`config.mk`:
```
export PLATFORM = sky130hd
export DESIGN_NAME = lfu_cache_lru_tiebreak_unit_flat
export DESIGN_NICKNAME = d
export VERILOG_FILES = /design/src/rtl/lfu_pkg.sv /design/src/rtl/lfu_if.sv /design/src/rtl/lfu_entry_ram.sv /design/src/rtl/lfu_scan_unit.sv /design/src/rtl/lfu_cache_lru_tiebreak_unit.sv /design/src/flat_wrapper.sv
export SDC_FILE = /design/constraint.sdc
export NUM_CORES = 2
export LEC_CHECK = 0
export ABC_AREA = 0
export BUFFER_PORTS_ARGS = -buffer_cell sky130_fd_sc_hd__buf_2
export CAP_MARGIN = 20
export CORE_MARGIN = 2
export CORE_UTILIZATION = 62
export DETAILED_ROUTE_END_ITERATION = 8
export PLACE_DENSITY_LB_ADDON = 0.15
export SETUP_SLACK_MARGIN = 0.1
export SLEW_MARGIN = 20
export SYNTH_ARGS = -nofsm -noshare
export SYNTH_HDL_FRONTEND = slang
export SYNTH_HIERARCHICAL = 1
export SYNTH_SLANG_ARGS = --single-unit
```
`constraint.sdc`:
```
create_clock -name clk_i -period 11.1 [get_ports clk_i]
set_clock_uncertainty 0.05 [all_clocks]
set_input_delay 1.11 -clock clk_i [delete_from_list [all_inputs] [get_ports clk_i]]
set_output_delay 1.11 -clock clk_i [all_outputs]
set_load 0.02 [all_outputs]
```
`src/rtl/lfu_pkg.sv`:
```
// Shared constants and control types of the LFU cache with LRU tie-break.
package lfu_pkg;

  localparam int DATA_BITS  = 32;
  localparam int STAMP_BITS = 32;
  localparam int CAP_BITS   = 5;

  // Capacity register value after reset.
  localparam logic [CAP_BITS-1:0] CAP_RESET = 5'd16;

  // Request kinds.
  localparam logic KIND_GET = 1'b0;
  localparam logic KIND_PUT = 1'b1;

  // Control from the sequencer to the scan unit.
  typedef struct packed {
    logic clear;
    logic step;
  } scan_ctl_t;

endpackage

```
`src/rtl/lfu_if.sv`:
```
// Request, response and configuration channel interfaces of the LFU cache.
interface lfu_req_if #(
  parameter int KEY_BITS = 16
);
  import lfu_pkg::*;

  logic                 valid;
  logic                 ready;
  logic                 kind;
  logic [KEY_BITS-1:0]  key;
  logic [DATA_BITS-1:0] value;

  modport source (output valid, kind, key, value, input ready);
  modport sink   (input valid, kind, key, value, output ready);
endinterface

interface lfu_rsp_if #(
  parameter int KEY_BITS = 16
);
  import lfu_pkg::*;

  logic                 valid;
  logic                 ready;
  logic                 hit;
  logic [DATA_BITS-1:0] read_value;
  logic                 evicted;
  logic [KEY_BITS-1:0]  evicted_key;

  modport source (output valid, hit, read_value, evicted, evicted_key, input ready);
  modport sink   (input valid, hit, read_value, evicted, evicted_key, output ready);
endinterface

interface lfu_cfg_if;
  import lfu_pkg::*;

  logic                valid;
  logic                ready;
  logic [CAP_BITS-1:0] data;

  modport source (output valid, data, input ready);
  modport sink   (input valid, data, output ready);
endinterface

```
`src/rtl/lfu_entry_ram.sv`:
```
// Entry store: one write port and one registered read port.
module lfu_entry_ram #(
  parameter int DEPTH = 16,
  parameter int WIDTH = 96,
  parameter int AW    = 4
) (
  input  logic             clk_i,
  input  logic             we_i,
  input  logic [AW-1:0]    waddr_i,
  input  logic [WIDTH-1:0] wdata_i,
  input  logic [AW-1:0]    raddr_i,
  output logic [WIDTH-1:0] rdata_o
);

  logic [WIDTH-1:0] mem_q [DEPTH];
  logic [WIDTH-1:0] rdata_q;

  // Write port.
  always_ff @(posedge clk_i) begin
    if (we_i) begin
      mem_q[waddr_i] <= wdata_i;
    end
  end

  // Registered read port.
  always_ff @(posedge clk_i) begin
    rdata_q <= mem_q[raddr_i];
  end

  assign rdata_o = rdata_q;

endmodule

```
`src/rtl/lfu_scan_unit.sv`:
```
// Shared compare unit: key match, victim search and first free slot, one entry a step.
module lfu_scan_unit #(
  parameter int AW         = 4,
  parameter int KEY_BITS   = 16,
  parameter int COUNT_BITS = 16
) (
  input  logic                         clk_i,
  input  logic                         rst_ni,
  input  lfu_pkg::scan_ctl_t           ctl_i,
  input  logic [AW-1:0]                idx_i,
  input  logic                         ent_valid_i,
  input  logic [KEY_BITS-1:0]          req_key_i,
  input  logic [KEY_BITS-1:0]          ent_key_i,
  input  logic [lfu_pkg::DATA_BITS-1:0] ent_data_i,
  input  logic [COUNT_BITS-1:0]        ent_count_i,
  input  logic [lfu_pkg::STAMP_BITS-1:0] ent_stamp_i,
  output logic                         match_o,
  output logic [AW-1:0]                match_idx_o,
  output logic [lfu_pkg::DATA_BITS-1:0] match_data_o,
  output logic [COUNT_BITS-1:0]        match_count_o,
  output logic                         victim_found_o,
  output logic [AW-1:0]                victim_idx_o,
  output logic [KEY_BITS-1:0]          victim_key_o,
  output logic                         free_found_o,
  output logic [AW-1:0]                free_idx_o
);
  import lfu_pkg::*;

  localparam int RANK_BITS = COUNT_BITS + STAMP_BITS;

  logic                  match_q;
  logic [AW-1:0]         match_idx_q;
  logic [DATA_BITS-1:0]  match_data_q;
  logic [COUNT_BITS-1:0] match_count_q;
  logic                  victim_found_q;
  logic [AW-1:0]         victim_idx_q;
  logic [KEY_BITS-1:0]   victim_key_q;
  logic [RANK_BITS-1:0]  victim_rank_q;
  logic                  free_found_q;
  logic [AW-1:0]         free_idx_q;

  logic [RANK_BITS-1:0]  ent_rank;
  logic                  take_match;
  logic                  take_victim;
  logic                  take_free;

  // Count first, then stamp: lower rank is the better victim.
  assign ent_rank    = {ent_count_i, ent_stamp_i};
  assign take_match  = ctl_i.step && ent_valid_i && !match_q && (ent_key_i == req_key_i);
  assign take_victim = ctl_i.step && ent_valid_i &&
                       (!victim_found_q || (ent_rank < victim_rank_q));
  assign take_free   = ctl_i.step && !ent_valid_i && !free_found_q;

  // Found flags.
  always_ff @(posedge clk_i or negedge rst_ni) begin
    if (!rst_ni) begin
      match_q        <= 1'b0;
      victim_found_q <= 1'b0;
      free_found_q   <= 1'b0;
    end else if (ctl_i.clear) begin
      match_q        <= 1'b0;
      victim_found_q <= 1'b0;
      free_found_q   <= 1'b0;
    end else begin
      if (take_match) begin
        match_q <= 1'b1;
      end
      if (take_victim) begin
        victim_found_q <= 1'b1;
      end
      if (take_free) begin
        free_found_q <= 1'b1;
      end
    end
  end

  // Captured entry fields.
  always_ff @(posedge clk_i) begin
    if (take_match) begin
      match_idx_q   <= idx_i;
      match_data_q  <= ent_data_i;
      match_count_q <= ent_count_i;
    end
    if (take_victim) begin
      victim_idx_q  <= idx_i;
      victim_key_q  <= ent_key_i;
      victim_rank_q <= ent_rank;
    end
    if (take_free) begin
      free_idx_q <= idx_i;
    end
  end

  assign match_o        = match_q;
  assign match_idx_o    = match_idx_q;
  assign match_data_o   = match_data_q;
  assign match_count_o  = match_count_q;
  assign victim_found_o = victim_found_q;
  assign victim_idx_o   = victim_idx_q;
  assign victim_key_o   = victim_key_q;
  assign free_found_o   = free_found_q;
  assign free_idx_o     = free_idx_q;

endmodule

```
`src/rtl/lfu_cache_lru_tiebreak_unit.sv`:
```
// Top level of the LFU cache with LRU tie-break: sequencer, valid bits and result register.
// A request is taken only in the idle state, so a new request waits until the last one is
// written back. Each request is a scan of the entry store through its single read port,
// one entry a cycle, plus a write-back.
// Reset clears the valid bits, occupancy and access clock and sets capacity to 16;
// the entry store itself is not cleared, so there is no clearing pass.
module lfu_cache_lru_tiebreak_unit #(
  parameter int MAX_ENTRIES = 16,
  parameter int KEY_BITS    = 16,
  parameter int COUNT_BITS  = 16
) (
  input  logic      clk_i,
  input  logic      rst_ni,
  lfu_req_if.sink   req_i,
  lfu_rsp_if.source rsp_o,
  lfu_cfg_if.sink   cfg_i
);
  import lfu_pkg::*;

  localparam int AW     = (MAX_ENTRIES > 1) ? $clog2(MAX_ENTRIES) : 1;
  localparam int OW     = $clog2(MAX_ENTRIES + 1);
  localparam int CMPW   = (OW > CAP_BITS) ? OW : CAP_BITS;
  localparam int WORD_W = KEY_BITS + DATA_BITS + COUNT_BITS + STAMP_BITS;

  localparam logic [AW-1:0]         LAST_IDX  = AW'(MAX_ENTRIES - 1);
  localparam logic [CMPW-1:0]       MAX_EXT   = CMPW'(MAX_ENTRIES);
  localparam logic [COUNT_BITS-1:0] COUNT_MAX = {COUNT_BITS{1'b1}};
  localparam logic [COUNT_BITS-1:0] COUNT_ONE = COUNT_BITS'(1);

  // Sequencer states.
  localparam logic [1:0] ST_IDLE  = 2'd0;
  localparam logic [1:0] ST_SCAN  = 2'd1;
  localparam logic [1:0] ST_DRAIN = 2'd2;
  localparam logic [1:0] ST_WRITE = 2'd3;

  logic [1:0]             state_q, state_d;
  logic [AW-1:0]          idx_q, idx_d;
  logic                   pend_q, pend_d;
  logic [AW-1:0]          pend_idx_q;
  logic [MAX_ENTRIES-1:0] valid_q, valid_d;
  logic [OW-1:0]          occ_q, occ_d;
  logic [STAMP_BITS-1:0]  clock_q;
  logic [CAP_BITS-1:0]    cap_q;

  logic                   req_kind_q;
  logic [KEY_BITS-1:0]    req_key_q;
  logic [DATA_BITS-1:0]   req_value_q;
  logic [STAMP_BITS-1:0]  now_q;

  logic                   out_valid_q;
  logic                   out_hit_q;
  logic [DATA_BITS-1:0]   out_value_q;
  logic                   out_evicted_q;
  logic [KEY_BITS-1:0]    out_evkey_q;

  logic                   req_beat;
  logic                   rsp_beat;
  logic                   finish;
  scan_ctl_t              scan_ctl;

  logic [WORD_W-1:0]      rdata;
  logic [WORD_W-1:0]      wdata;
  logic [AW-1:0]          waddr;
  logic                   we;
  logic [KEY_BITS-1:0]    ent_key;
  logic [DATA_BITS-1:0]   ent_data;
  logic [COUNT_BITS-1:0]  ent_count;
  logic [STAMP_BITS-1:0]  ent_stamp;

  logic                   match;
  logic [AW-1:0]          match_idx;
  logic [DATA_BITS-1:0]   match_data;
  logic [COUNT_BITS-1:0]  match_count;
  logic                   victim_found;
  logic [AW-1:0]          victim_idx;
  logic [KEY_BITS-1:0]    victim_key;
  logic                   free_found;
  logic [AW-1:0]          free_idx;

  logic [CMPW-1:0]        cap_ext;
  logic [CMPW-1:0]        cap_eff;
  logic                   cap_zero;
  logic                   is_put;
  logic                   do_touch;
  logic                   do_evict;
  logic                   do_insert;
  logic [AW-1:0]          dst_idx;
  logic [DATA_BITS-1:0]   touch_data;
  logic [COUNT_BITS-1:0]  touch_count;

  assign req_beat    = req_i.valid && req_i.ready;
  assign rsp_beat    = rsp_o.valid && rsp_o.ready;
  assign req_i.ready = (state_q == ST_IDLE);
  assign cfg_i.ready = 1'b1;

  // The write-back waits until the previous result has been taken.
  assign finish = (state_q == ST_WRITE) && (!out_valid_q || rsp_o.ready);

  assign scan_ctl.clear = req_beat;
  assign scan_ctl.step  = pend_q;

  // Entry word layout: key, data, use count, stamp.
  assign {ent_key, ent_data, ent_count, ent_stamp} = rdata;

  lfu_entry_ram #(
    .DEPTH (MAX_ENTRIES),
    .WIDTH (WORD_W),
    .AW    (AW)
  ) u_ram (
    .clk_i   (clk_i),
    .we_i    (we),
    .waddr_i (waddr),
    .wdata_i (wdata),
    .raddr_i (idx_q),
    .rdata_o (rdata)
  );

  lfu_scan_unit #(
    .AW         (AW),
    .KEY_BITS   (KEY_BITS),
    .COUNT_BITS (COUNT_BITS)
  ) u_scan (
    .clk_i          (clk_i),
    .rst_ni         (rst_ni),
    .ctl_i          (scan_ctl),
    .idx_i          (pend_idx_q),
    .ent_valid_i    (valid_q[pend_idx_q]),
    .req_key_i      (req_key_q),
    .ent_key_i      (ent_key),
    .ent_data_i     (ent_data),
    .ent_count_i    (ent_count),
    .ent_stamp_i    (ent_stamp),
    .match_o        (match),
    .match_idx_o    (match_idx),
    .match_data_o   (match_data),
    .match_count_o  (match_count),
    .victim_found_o (victim_found),
    .victim_idx_o   (victim_idx),
    .victim_key_o   (victim_key),
    .free_found_o   (free_found),
    .free_idx_o     (free_idx)
  );

  // Decision after the scan. Capacity above the store size acts as the store size.
  assign cap_ext   = CMPW'(cap_q);
  assign cap_eff   = (cap_ext > MAX_EXT) ? MAX_EXT : cap_ext;
  assign cap_zero  = (cap_q == '0);
  assign is_put    = (req_kind_q == KIND_PUT);
  assign do_touch  = match && (!is_put || !cap_zero);
  assign do_evict  = is_put && !cap_zero && !match && victim_found &&
                     (CMPW'(occ_q) >= cap_eff);
  assign do_insert = is_put && !cap_zero && !match && (do_evict || free_found);

  // After an eviction the lowest free slot may be the victim's own.
  assign dst_idx = (do_evict && !(free_found && (free_idx < victim_idx))) ? victim_idx
                                                                         : free_idx;

  assign touch_data  = is_put ? req_value_q : match_data;
  assign touch_count = (match_count == COUNT_MAX) ? COUNT_MAX : match_count + COUNT_ONE;

  // Write-back of the touched or inserted entry.
  always_comb begin
    we    = finish && (do_touch || do_insert);
    waddr = do_touch ? match_idx : dst_idx;
    if (do_touch) begin
      wdata = {req_key_q, touch_data, touch_count, now_q};
    end else begin
      wdata = {req_key_q, req_value_q, COUNT_ONE, now_q};
    end
  end

  // Valid bits and occupancy.
  always_comb begin
    valid_d = valid_q;
    occ_d   = occ_q;
    if (finish) begin
      if (do_evict) begin
        valid_d[victim_idx] = 1'b0;
      end
      if (do_insert) begin
        valid_d[dst_idx] = 1'b1;
      end
      if (do_evict && !do_insert) begin
        occ_d = occ_q - OW'(1);
      end else if (do_insert && !do_evict) begin
        occ_d = occ_q + OW'(1);
      end
    end
  end

  // Sequencer.
  always_comb begin
    state_d = state_q;
    idx_d   = idx_q;
    pend_d  = 1'b0;
    case (state_q)
      ST_IDLE: begin
        idx_d = '0;
        if (req_beat) begin
          state_d = ST_SCAN;
        end
      end
      ST_SCAN: begin
        pend_d = 1'b1;
        if (idx_q == LAST_IDX) begin
          state_d = ST_DRAIN;
        end else begin
          idx_d = idx_q + AW'(1);
        end
      end
      ST_DRAIN: begin
        state_d = ST_WRITE;
      end
      ST_WRITE: begin
        if (finish) begin
          state_d = ST_IDLE;
        end
      end
      default: begin
        state_d = ST_IDLE;
      end
    endcase
  end

  // Control registers.
  always_ff @(posedge clk_i or negedge rst_ni) begin
    if (!rst_ni) begin
      state_q     <= ST_IDLE;
      idx_q       <= '0;
      pend_q      <= 1'b0;
      valid_q     <= '0;
      occ_q       <= '0;
      clock_q     <= '0;
      cap_q       <= CAP_RESET;
      out_valid_q <= 1'b0;
    end else begin
      state_q <= state_d;
      idx_q   <= idx_d;
      pend_q  <= pend_d;
      valid_q <= valid_d;
      occ_q   <= occ_d;
      if (req_beat) begin
        clock_q <= clock_q + STAMP_BITS'(1);
      end
      if (cfg_i.valid) begin
        cap_q <= cfg_i.data;
      end
      if (finish) begin
        out_valid_q <= 1'b1;
      end else if (rsp_beat) begin
        out_valid_q <= 1'b0;
      end
    end
  end

  // Request and result payload registers.
  always_ff @(posedge clk_i) begin
    pend_idx_q <= idx_q;
    if (req_beat) begin
      req_kind_q  <= req_i.kind;
      req_key_q   <= req_i.key;
      req_value_q <= req_i.value;
      now_q       <= clock_q;
    end
    if (finish) begin
      out_hit_q     <= match;
      out_value_q   <= (!is_put && match) ? match_data : '0;
      out_evicted_q <= do_evict;
      out_evkey_q   <= do_evict ? victim_key : '0;
    end
  end

  assign rsp_o.valid       = out_valid_q;
  assign rsp_o.hit         = out_hit_q;
  assign rsp_o.read_value  = out_value_q;
  assign rsp_o.evicted     = out_evicted_q;
  assign rsp_o.evicted_key = out_evkey_q;

endmodule
```
`src/flat_wrapper.sv`:
```
// flat-port wrapper written by rule: the top's interface ports become plain ports
module lfu_cache_lru_tiebreak_unit_flat import lfu_pkg::*;
#(
  parameter int MAX_ENTRIES = 16,
  parameter int KEY_BITS    = 16,
  parameter int COUNT_BITS  = 16
)
  (clk_i, rst_ni, req_i_valid, req_i_kind, req_i_key, req_i_value, req_i_ready, rsp_o_valid, rsp_o_hit, rsp_o_read_value, rsp_o_evicted, rsp_o_evicted_key, rsp_o_ready, cfg_i_valid, cfg_i_data, cfg_i_ready);
  lfu_req_if #(.KEY_BITS(KEY_BITS)) req_i_i ();
  lfu_rsp_if #(.KEY_BITS(KEY_BITS)) rsp_o_i ();
  lfu_cfg_if cfg_i_i ();
  input  logic clk_i;
  input  logic rst_ni;
  input wire logic [$bits(req_i_i.valid)-1:0] req_i_valid;
  input wire logic [$bits(req_i_i.kind)-1:0] req_i_kind;
  input wire logic [$bits(req_i_i.key)-1:0] req_i_key;
  input wire logic [$bits(req_i_i.value)-1:0] req_i_value;
  output wire logic [$bits(req_i_i.ready)-1:0] req_i_ready;
  output wire logic [$bits(rsp_o_i.valid)-1:0] rsp_o_valid;
  output wire logic [$bits(rsp_o_i.hit)-1:0] rsp_o_hit;
  output wire logic [$bits(rsp_o_i.read_value)-1:0] rsp_o_read_value;
  output wire logic [$bits(rsp_o_i.evicted)-1:0] rsp_o_evicted;
  output wire logic [$bits(rsp_o_i.evicted_key)-1:0] rsp_o_evicted_key;
  input wire logic [$bits(rsp_o_i.ready)-1:0] rsp_o_ready;
  input wire logic [$bits(cfg_i_i.valid)-1:0] cfg_i_valid;
  input wire logic [$bits(cfg_i_i.data)-1:0] cfg_i_data;
  output wire logic [$bits(cfg_i_i.ready)-1:0] cfg_i_ready;
  assign req_i_i.valid = req_i_valid;
  assign req_i_i.kind = req_i_kind;
  assign req_i_i.key = req_i_key;
  assign req_i_i.value = req_i_value;
  assign req_i_ready = req_i_i.ready;
  assign rsp_o_valid = rsp_o_i.valid;
  assign rsp_o_hit = rsp_o_i.hit;
  assign rsp_o_read_value = rsp_o_i.read_value;
  assign rsp_o_evicted = rsp_o_i.evicted;
  assign rsp_o_evicted_key = rsp_o_i.evicted_key;
  assign rsp_o_i.ready = rsp_o_ready;
  assign cfg_i_i.valid = cfg_i_valid;
  assign cfg_i_i.data = cfg_i_data;
  assign cfg_i_ready = cfg_i_i.ready;
  lfu_cache_lru_tiebreak_unit #(.MAX_ENTRIES(MAX_ENTRIES), .KEY_BITS(KEY_BITS), .COUNT_BITS(COUNT_BITS)) u_core (.clk_i(clk_i), .rst_ni(rst_ni), .req_i(req_i_i), .rsp_o(rsp_o_i), .cfg_i(cfg_i_i));
endmodule
```
==> results.sh <==
export IMPL_status="finished, final reports clean"
export IMPL_vias=35386
export IMPL_cp_arrival_ns=6.51
export IMPL_cp_buffers_inverters=3
export IMPL_crit_path_start_kind="flip-flop"
export IMPL_ys_ff_latch=1960
export IMPL_max_slew_margin_pct=24.3
export IMPL_cts_htree_levels=4
export IMPL_cts_sinks=1960
export IMPL_maxCapViolCount=0
export IMPL_syn_nets=3582
export IMPL_ys_flop_type="edfxtp_1"
export IMPL_setup_viol=0
export IMPL_hold_viol=0
export IMPL_fin_total_pwr_mw=19.0
export IMPL_grt_util_all_layers_pct=27.2
export IMPL_syn_avg_cell_area_um2=21.2
export IMPL_path_class="flip-flop to flip-flop"
export IMPL_die_area_um2=121000
export IMPL_ant_nets=0
export IMPL_hp_class="input pin to asynchronous set/reset pin"
export IMPL_endpoint_kind="flip-flop"
export IMPL_post_route_util_pct=69.6
export IMPL_worst_slack_ns=4.94
export IMPL_drt_initial_drc_count=4501
export IMPL_whs_ns=0.130
export IMPL_syn_to_final_growth_pct=11.6
export IMPL_worstPathRequired_ns=11.45
export IMPL_dr_pass1_iters=6
export IMPL_maxSlewViolCount=0
export IMPL_async_flop_share_pct=3.52
export IMPL_ys_seq_area_share_pct=78.3
export IMPL_grt_pass1_wl_mm=239
export IMPL_post_route_min_period_ns=6.16
export IMPL_antenna_found_initial=5
export IMPL_cts_resized_gates=0
export IMPL_crit_path_frequent_cell="buf_4"
export IMPL_cts_tree="built"
export IMPL_wire_per_inst_um=30.2
export IMPL_clkSlewWorstSetupHoldPaths_ns=0.06
export IMPL_chipWidth_um=348
export IMPL_io_pins=112
export IMPL_die_h_um=348
export IMPL_r2r_cells=11
export IMPL_cp_slowest_cell="buf_4"
export IMPL_syn_inst=3458
export IMPL_numCtsBuffers=187
export IMPL_crit_cells=11
export IMPL_min_period_over_period_pct=55.5
export IMPL_ys_warn_count=6
export IMPL_critPathMaxFanout=42
export IMPL_layout_drive_gt1_share_pct=24.4
export IMPL_tightest_slew_ns=1.14
export IMPL_cts_setup_buffers=0
export IMPL_cts_root_buffer="clkbuf_16"
export IMPL_synthesis_area_um2=73500
export IMPL_p_leak_nw=26.5
export IMPL_powerDensity_nw_per_um2=231
export IMPL_hold_buffers=0
export IMPL_via_per_inst=6.58
export IMPL_dp_slack_ns=5.01
export IMPL_synth_edff_count=1791
export IMPL_dp_hpwl_mm=88.8
export IMPL_fin_nets=3801
export IMPL_tns_ns=0
export IMPL_grt_pass1_vias=36388
export IMPL_antennaDiodeCount=0
export IMPL_rsz0062_at_grt="no"
export IMPL_place_area_um2=75900
export IMPL_initial_core_util_pct=62.4
export IMPL_ff2ff_setup_slack_ns=4.94
export IMPL_cts_buffer_depth=3
export IMPL_ir_worst_vdd_mv=0.178
export IMPL_drc_errors=0
export IMPL_path_cells="inv_1 > ha_1 > a2111oi_4 > or2_2 > nor3_1 > nand2_1 > a31oi_1 > nand2b_1 > nor2_4 > buf_4 > buf_4"
export IMPL_grt_max_degree=144
export IMPL_final_area_um2=82000
export IMPL_place_inst=5024
export IMPL_cp_top_family="simple AND/OR/NAND/NOR gates"
export IMPL_wl_mm=162
export IMPL_critPathMaxStageDelay_ns=0.76
export IMPL_clk_latency_ns=0.81
export IMPL_nFillCells=6925
export IMPL_grt_ovfl_total=0
export IMPL_place_congestion=0.823
export IMPL_coreArea_um2=118000
export IMPL_portBuffers=110
export IMPL_clock_fmax_mhz=162
export IMPL_finalNonFillerCells=5374
export IMPL_synth_distinct_cells=62
export IMPL_rows=126
[placed cells by master (no fill, tap or decap), types with 66 or more instances in the layout]
| cell type | count |
|---|---|
| clkbuf_16 | 195 |
| nand2_1 | 162 |
| mux4_2 | 389 |
| buf_4 | 68 |
| edfxtp_1 | 1791 |
| inv_1 | 68 |
| buf_2 | 109 |
| dfxtp_1 | 100 |
| a22oi_1 | 192 |
| dfrtp_1 | 66 |
[sequential cells by signal (all words and copies together), names as in the netlist, 2 cells and up]
signal	count
u_core/pend_idx_q	4
u_core/u_ram/mem_q	1536
u_core/u_scan/victim_idx_o	4
u_core/cap_ext	5
u_core/req_key_q	16
u_core/clock_q	32
u_core/now_q	32
u_core/u_scan/match_data_o	32
u_core/state_q	2
u_core/u_scan/victim_rank_q	48
u_core/u_scan/match_count_o	16
u_core/occ_q	5
u_core/valid_q	16
u_core/u_scan/victim_key_o	16
u_core/u_ram/rdata_o	96
u_core/rsp_o.evicted_key	16
u_core/req_value_q	32
u_core/u_scan/match_idx_o	4
u_core/idx_q	4
u_core/rsp_o.read_value	32
u_core/u_scan/free_idx_o	4
[final timing paths]
check	startpoint	endpoint
hold reg to reg	u_core/u_ram/rdata_o[52]	u_core/u_scan/match_data_o[4]
min in group clk_i	u_core/u_ram/rdata_o[52]	u_core/u_scan/match_data_o[4]
max in group asynchronous	rst_ni	u_core/idx_q[0]
hold / removal	rst_ni	u_core/clock_q[22]
setup / recovery	u_core/u_scan/victim_idx_o[1]	u_core/u_ram/mem_q[14][25]
setup reg to reg	u_core/u_scan/victim_idx_o[1]	u_core/u_ram/mem_q[14][25]
[logic make-up (layout without fill, tap and decap cells)]
| family | after synthesis | after routing | share of synthesized area, % |
|---|---|---|---|
| AND/OR/NAND/NOR | 391 | 391 | 2.62 |
| XOR/XNOR | 63 | 63 | 0.751 |
| other | 1 | 1 | 0.00510 |
| buffers and inverters | 219 | 599 | 1.46 |
| flip-flops | 1960 | 1960 | 78.3 |
| AO/OA/AOI/OAI | 323 | 323 | 3.14 |
| adder cells (fa/ha/maj) | 65 | 65 | 1.11 |
| multiplexers | 436 | 436 | 12.6 |
[cells in the mapped netlist (all sizes together) (4+ instances only)]
cell | n | area (um^2)
ha | 65 | 813
nand4 | 23 | 144
a21oi | 48 | 248
xor2 | 29 | 254
clkbuf | 63 | 236
nor3 | 19 | 100
dfxtp | 100 | 2000
nor4 | 15 | 100
edfxtp | 1791 | 53800
inv | 70 | 263
mux2 | 43 | 484
o41ai | 4 | 35.0
or2 | 4 | 27.5
mux4 | 389 | 8760
a22oi | 192 | 1440
nand3b | 4 | 30.0
a31oi | 11 | 68.8
nand2b | 9 | 58.8
nand2 | 163 | 614
and2 | 35 | 219
nand3 | 27 | 135
a21o | 4 | 30.0
xnor2 | 34 | 298
mux2i | 4 | 40.0
dfrtp | 68 | 1700
a221oi | 4 | 41.3
and3 | 23 | 144
nor2b | 9 | 56.3
o31ai | 16 | 120
o21ai | 32 | 164
nor2 | 48 | 188
buf | 86 | 577
[layout make-up]
class	count	area, um^2	area share [%]
inverters	70	265	0.323
flip-flops and latches	1960	57500	70.1
repair buffers	179	1090	1.33
clock buffers	262	5250	6.40
multi-input cells	1279	15100	18.4
clock inverters	88	872	1.06
well taps	1536	1920	2.34
[per-layer routing]
metal / share of wire (%) / GRT usage, % / vias to the layer above / wire, um
met5: 0 / 0 / - / 0
met4: 2.3 / 8.00 / 0 / 3760
met3: 8.9 / 4.74 / 224 / 14500
met2: 49 / 42.9 / 1713 / 79000
met1: 40 / 39.8 / 18777 / 64800
li1: - / - / 14672 / -
[report_power, final]
part           switching, mW  total [mW]  internal, mW
sequential             0.515        9.36          8.84
clock                   2.63        6.31          3.67
combinational           1.85        3.30          1.45
total                   5.00        19.0          14.0
No activity file was read; power rests on OpenSTA's default activity.
